## src/hw/rtl/hrw_pkg.sv

```systemverilog
// Shared constants, types and codes of the hybrid region weight block.
// No dependencies; every other file of the block imports this package.
package hrw_pkg;

    // Field widths
    localparam int OFFSET_W = 24;
    localparam int REG_W    = 23;
    localparam int WEIGHT_W = 17;
    localparam int SLOPE_W  = 24;
    localparam int IDX_W    = 2;

    // Register indexes of the configuration port
    localparam logic [IDX_W-1:0] CFG_EXPLICIT = 2'd0;
    localparam logic [IDX_W-1:0] CFG_HYBRID   = 2'd1;

    // Default distance fraction bits
    localparam int DIST_FRAC_BITS_DEF = 14;

    // Q40 reciprocal of the hybrid width, split for two narrow multipliers
    localparam int RECIP_FRAC = 40;
    localparam int SCALE_W    = RECIP_FRAC + 1;
    localparam int RL_W       = 21;
    localparam int RH_W       = SCALE_W - RL_W;
    localparam int CNT_W      = 6;

    // Datapath widths
    localparam int AMAG_W = 24;
    localparam int T_W    = AMAG_W + SCALE_W - 16;   // t = amag * r >> 16
    localparam int TLO_W  = 30;                      // t at or above 2^30 saturates
    localparam int TM1_W  = TLO_W + 1;
    localparam int PP_W   = TLO_W + TM1_W;
    localparam int P_W    = 34;                      // p held at 2^33
    localparam int G_W    = 43;                      // g held at 2^42
    localparam int Q24_W  = 25;
    localparam int INNER_W = 29;
    localparam int GSUM_W = G_W + SCALE_W;
    localparam int PROD_W = GSUM_W + 5;

    localparam logic [Q24_W-1:0] ONE_Q24 = 25'h100_0000;
    localparam logic [P_W-1:0]   P_CAP   = 34'h2_0000_0000;
    localparam logic [G_W-1:0]   G_CAP   = 43'h400_0000_0000;
    localparam logic [WEIGHT_W-1:0] WEIGHT_ONE = 17'h1_0000;

    // Status of the reciprocal unit
    typedef struct packed {
        logic busy;
        logic done;
    } hrw_recip_stat_t;

endpackage

```

## src/hw/rtl/hrw_recip.sv

```systemverilog
// Restoring divider forming floor(2^40 / divisor), one quotient bit a cycle.
// Depends on hrw_pkg.
module hrw_recip
    import hrw_pkg::*;
(
    input  logic                 clk,
    input  logic                 rst_n,
    input  logic                 start,
    input  logic [REG_W-1:0]     divisor,
    output logic [SCALE_W-1:0]   quot,
    output hrw_recip_stat_t      stat
);

    logic [REG_W-1:0]   div_reg;
    logic [REG_W-1:0]   rem_reg, rem_next;
    logic [SCALE_W-1:0] quot_reg, quot_next;
    logic [CNT_W-1:0]   cnt_reg;
    logic               busy_reg, done_reg;
    logic [REG_W:0]     shifted;
    logic               fits;

    // Shift in the next dividend bit; only the top bit of 2^40 is set
    always_comb
    begin
        shifted   = {rem_reg, (cnt_reg == CNT_W'(RECIP_FRAC))};
        fits      = shifted >= {1'b0, div_reg};
        rem_next  = fits ? REG_W'(shifted - {1'b0, div_reg}) : REG_W'(shifted);
        quot_next = {quot_reg[SCALE_W-2:0], fits};
    end

    // Iterate from bit 40 down to bit 0
    always_ff @(posedge clk or negedge rst_n)
    begin
        if (!rst_n)
        begin
            busy_reg <= 1'b0;
            done_reg <= 1'b0;
            cnt_reg  <= '0;
        end
        else
        begin
            done_reg <= 1'b0;
            if (start)
            begin
                busy_reg <= 1'b1;
                cnt_reg  <= CNT_W'(RECIP_FRAC);
            end
            else if (busy_reg)
            begin
                if (cnt_reg == '0)
                begin
                    busy_reg <= 1'b0;
                    done_reg <= 1'b1;
                end
                else
                begin
                    cnt_reg <= cnt_reg - 1'b1;
                end
            end
        end
    end

    // Hold the working operands
    always_ff @(posedge clk)
    begin
        if (start)
        begin
            div_reg  <= (divisor == '0) ? REG_W'(1) : divisor;
            rem_reg  <= '0;
            quot_reg <= '0;
        end
        else if (busy_reg)
        begin
            rem_reg  <= rem_next;
            quot_reg <= quot_next;
        end
    end

    assign quot      = quot_reg;
    assign stat.busy = busy_reg;
    assign stat.done = done_reg;

endmodule

```

## config.mk

```make
export PLATFORM = sky130hd
export DESIGN_NAME = hrw_recip
export DESIGN_NICKNAME = d
export VERILOG_FILES = /design/src/hw/rtl/hrw_pkg.sv /design/src/hw/rtl/hrw_recip.sv
export SDC_FILE = /design/constraint.sdc
export NUM_CORES = 1
export LEC_CHECK = 0
export ABC_AREA = 1
export BUFFER_PORTS_ARGS = -buffer_cell sky130_fd_sc_hd__buf_2
export CORE_MARGIN = 1.5
export CORE_UTILIZATION = 50
export CTS_BUF_LIST = sky130_fd_sc_hd__clkbuf_8
export CTS_CLUSTER_SIZE = 24
export DETAILED_ROUTE_END_ITERATION = 6
export PLACE_DENSITY_LB_ADDON = 0.15
export SYNTH_ARGS = -nofsm -noshare
export SYNTH_HDL_FRONTEND = slang
export SYNTH_SLANG_ARGS = --single-unit
```

## constraint.sdc

```tcl
create_clock -name clk -period 5.3 [get_ports clk]
set_input_delay 0.795 -clock clk [delete_from_list [all_inputs] [get_ports clk]]
set_output_delay 0.795 -clock clk [all_outputs]
set_load 0.02 [all_outputs]
```

==> impl_results.md <==
* Outcome: complete, no violations
* Number of diodes at 0
* Data required, critical path at 5600 ps
* Clock skew at 18.3 ps
* Area Growth Syn to Fin at 10.1%
* Dpl hpwl at 8900 um
* Static leakage at 2.84 nW
* Cell area after synthesis at 5170 um2
* Clock Latency Late Sink at 370 ps
* Die Ht at 105 um
* Final WS setup at 2260 ps
* Proportion of layout cells with a drive suffix above 1 at 0.143
* 1st-iter DRT viols at 244
* Max Cap Viol at 0
* Post-route minimum period at 3040 ps
* Fmax at 329 MHz
* Via Count at 4,522
* Crit Path Category: register to register
* Die width at 105 um
* R2R setup slack at 2260 ps
* Setup slack at placement at 2270 ps
* CORE AREA at 9910 um2
* Pre-antenna DRT Iters at 6
* I/O pin total at 69
* Crit path max fanout at 31
* Initial antenna violation count at 0
* Hold crit path type: input pin to async pin
* Worst Path Arrival at 3340 ps
* Setup TNS at 0 ps
* Worst-path clk slew at 100 ps
* First-pass GRT wire length at 20,000 um
* CTS max path bufs at 2
* Die ar. at 11,000 um2
* Placer Congestion at 0.921
* Gate Count Post-Synth at 716
* WHS at 249 ps
* Critical path endpoint category: register
* Slew @ Worst Pin at 901 ps
* Fin. max-slew vios at 0
* Number of nets still failing antenna checks after routing at 0
* Synthesized area per cell at 7.23 um2
* Reg-to-reg startpoint: cnt_reg[0]
* Final Hold Viols at 0
* Clock sinks at 95
* Gates resized, CTS repair at 0
* Seq/Total Area, Yosys at 0.420
* Rel. slew slack at 0.397
* Worst VDD drop at 0.000165 V
* Synthesized flop and latch total at 95
* Port Buf Inserts at 68
* Ys flop type: dfxtp_1
* Postcts setup bufs at 0
* Rows at 36
* Syn_nets at 767
* Placed inst area at 5500 um2
* Overflow after GRT at 0
* CTS root buffer: clkbuf_8
* Largest net degree at the start of global routing at 48
* CTS buffer count at 9
* Synth cell types at 40
* Ys async rst share at 0.0842
* Final period utilization at 0.573
* CTS tree: done
* Pwr/cell area at 429 nW/um2
* Crit path from: cnt_reg[0]
* Max reg flops at 41
* Drt drc at 0
* H-tree lvl count at 3
* Gr usage total at 0.228
* # hold bufs at CTS at 0
* Pwr Total at 2.44 mW
* Nets at 807
* DR WL/cell at 13.3 um
* Ys Warns at 0
* Fin area at 5690 um2
* Count of final setup violators at 0
* Via density at 5.06
* Post-synth EDFFs at 23
* Vias in the first global route at 4,368
* Initial core utilization at 0.522
* Startpoint Class: register
* RSZ-0062 raised after global routing: no
* Total wire length at 11,900 um
cells by family (layout without fill, tap and decap cells):
| family | after synthesis | count (layout) | share of synthesized area |
|---|---|---|---|
| flops | 95 | 95 | 0.420 |
| simple gates | 309 | 309 | 0.257 |
| xor+xnor | 3 | 3 | 0.00508 |
| fa+ha+maj | 25 | 25 | 0.0619 |
| buf+inv | 184 | 229 | 0.141 |
| compound gates | 100 | 100 | 0.115 |
critical path: stages, from the launching register on:
cell	delay (ps)
dfrtp_1	340
inv_1	70
ha_1	240
nand4_1	150
ha_1	160
inv_1	80
fa_1	430
nand2_1	110
nand2_1	80
nand3_1	80
nand2_1	110
nand2_2	110
nand4_4	410
nor2_1	370
nand2_1	80
a21oi_1	140
where the power goes:
part / internal (mW) / switching [mW] / leakage [nW]
registers: 0.840 / 0.0664 / 0.839
logic: 0.368 / 0.702 / 1.90
clock network: 0.181 / 0.285 / 0.0984
layout make-up:
cell class / instances / area (um2)
multi-input combinational: 437 / 2270
timing repair buffer: 70 / 355
clock buffer: 9 / 124
sequential: 95 / 2170
fill: 961 / 4220
inverter: 143 / 537
tap: 133 / 166
clock inverter: 7 / 67.6
path summary, 6_finish.rpt:
kind	end	cells past startpoint
min reg2reg	quot[40]	2
min	busy_reg	1
max reg2reg	rem_reg[7]	15
max	rem_reg[7]	15
min in group clk	quot[40]	2
max in group asynchronous	cnt_reg[0]	1
cells in the final DEF (no fill, tap or decap), types with 2 or more instances in the layout:
master,n
edfxtp_1,23
o21ai_0,9
a21oi_1,24
clkinv_4,3
dfrtp_1,8
o31ai_1,2
a21boi_1,2
nand3_1,56
nand2_2,7
o22ai_1,39
o21bai_1,4
nand4_1,3
nor2_1,48
nor4_1,6
a21oi_2,3
buf_2,68
inv_2,2
nor3_1,8
buf_4,2
nor2_2,8
inv_1,140
o21ai_1,11
dfxtp_1,64
nand2_1,169
a21o_1,2
clkbuf_8,9
xnor2_1,2
ha_1,24
metrics by stage:
| step | instances | utilization |
|---|---|---|
| 2_1_floorplan | 716 | - |
| 3_3_place_gp | 878 | 0.555 |
| 3_5_place_dp | 878 | 0.555 |
| 4_1_cts | 894 | 0.575 |
| 5_1_grt | 894 | 0.575 |
| 6_report | 894 | 0.575 |
cells in the mapped netlist, drive strengths merged, types with 2 or more instances:
master | number | area (um2)
nor3 | 8 | 40.0
inv | 142 | 533
edfxtp | 23 | 691
o31ai | 2 | 15.0
dfxtp | 64 | 1280
o22ai | 39 | 244
nand2 | 176 | 678
a21boi | 3 | 22.5
nor4 | 6 | 37.5
nand3 | 57 | 290
a21oi | 27 | 146
o21bai | 4 | 30.0
a21o | 2 | 15.0
dfrtp | 8 | 200
nor2 | 56 | 230
xnor2 | 2 | 17.5
clkbuf | 25 | 93.8
ha | 24 | 300
nand4 | 4 | 40.0
o21ai | 20 | 100
buf | 16 | 98.8
per-layer routing:
| layer | global-route usage | share of wire | vias up |
|---|---|---|---|
| met5 | 0 | 0 | - |
| met4 | 0.0910 | 0.021 | 0 |
| met3 | 0.0418 | 0.046 | 15 |
| met2 | 0.370 | 0.45 | 99 |
| met1 | 0.299 | 0.48 | 2059 |
| li1 | - | - | 2349 |
Power figures use the tool's default switching activity.
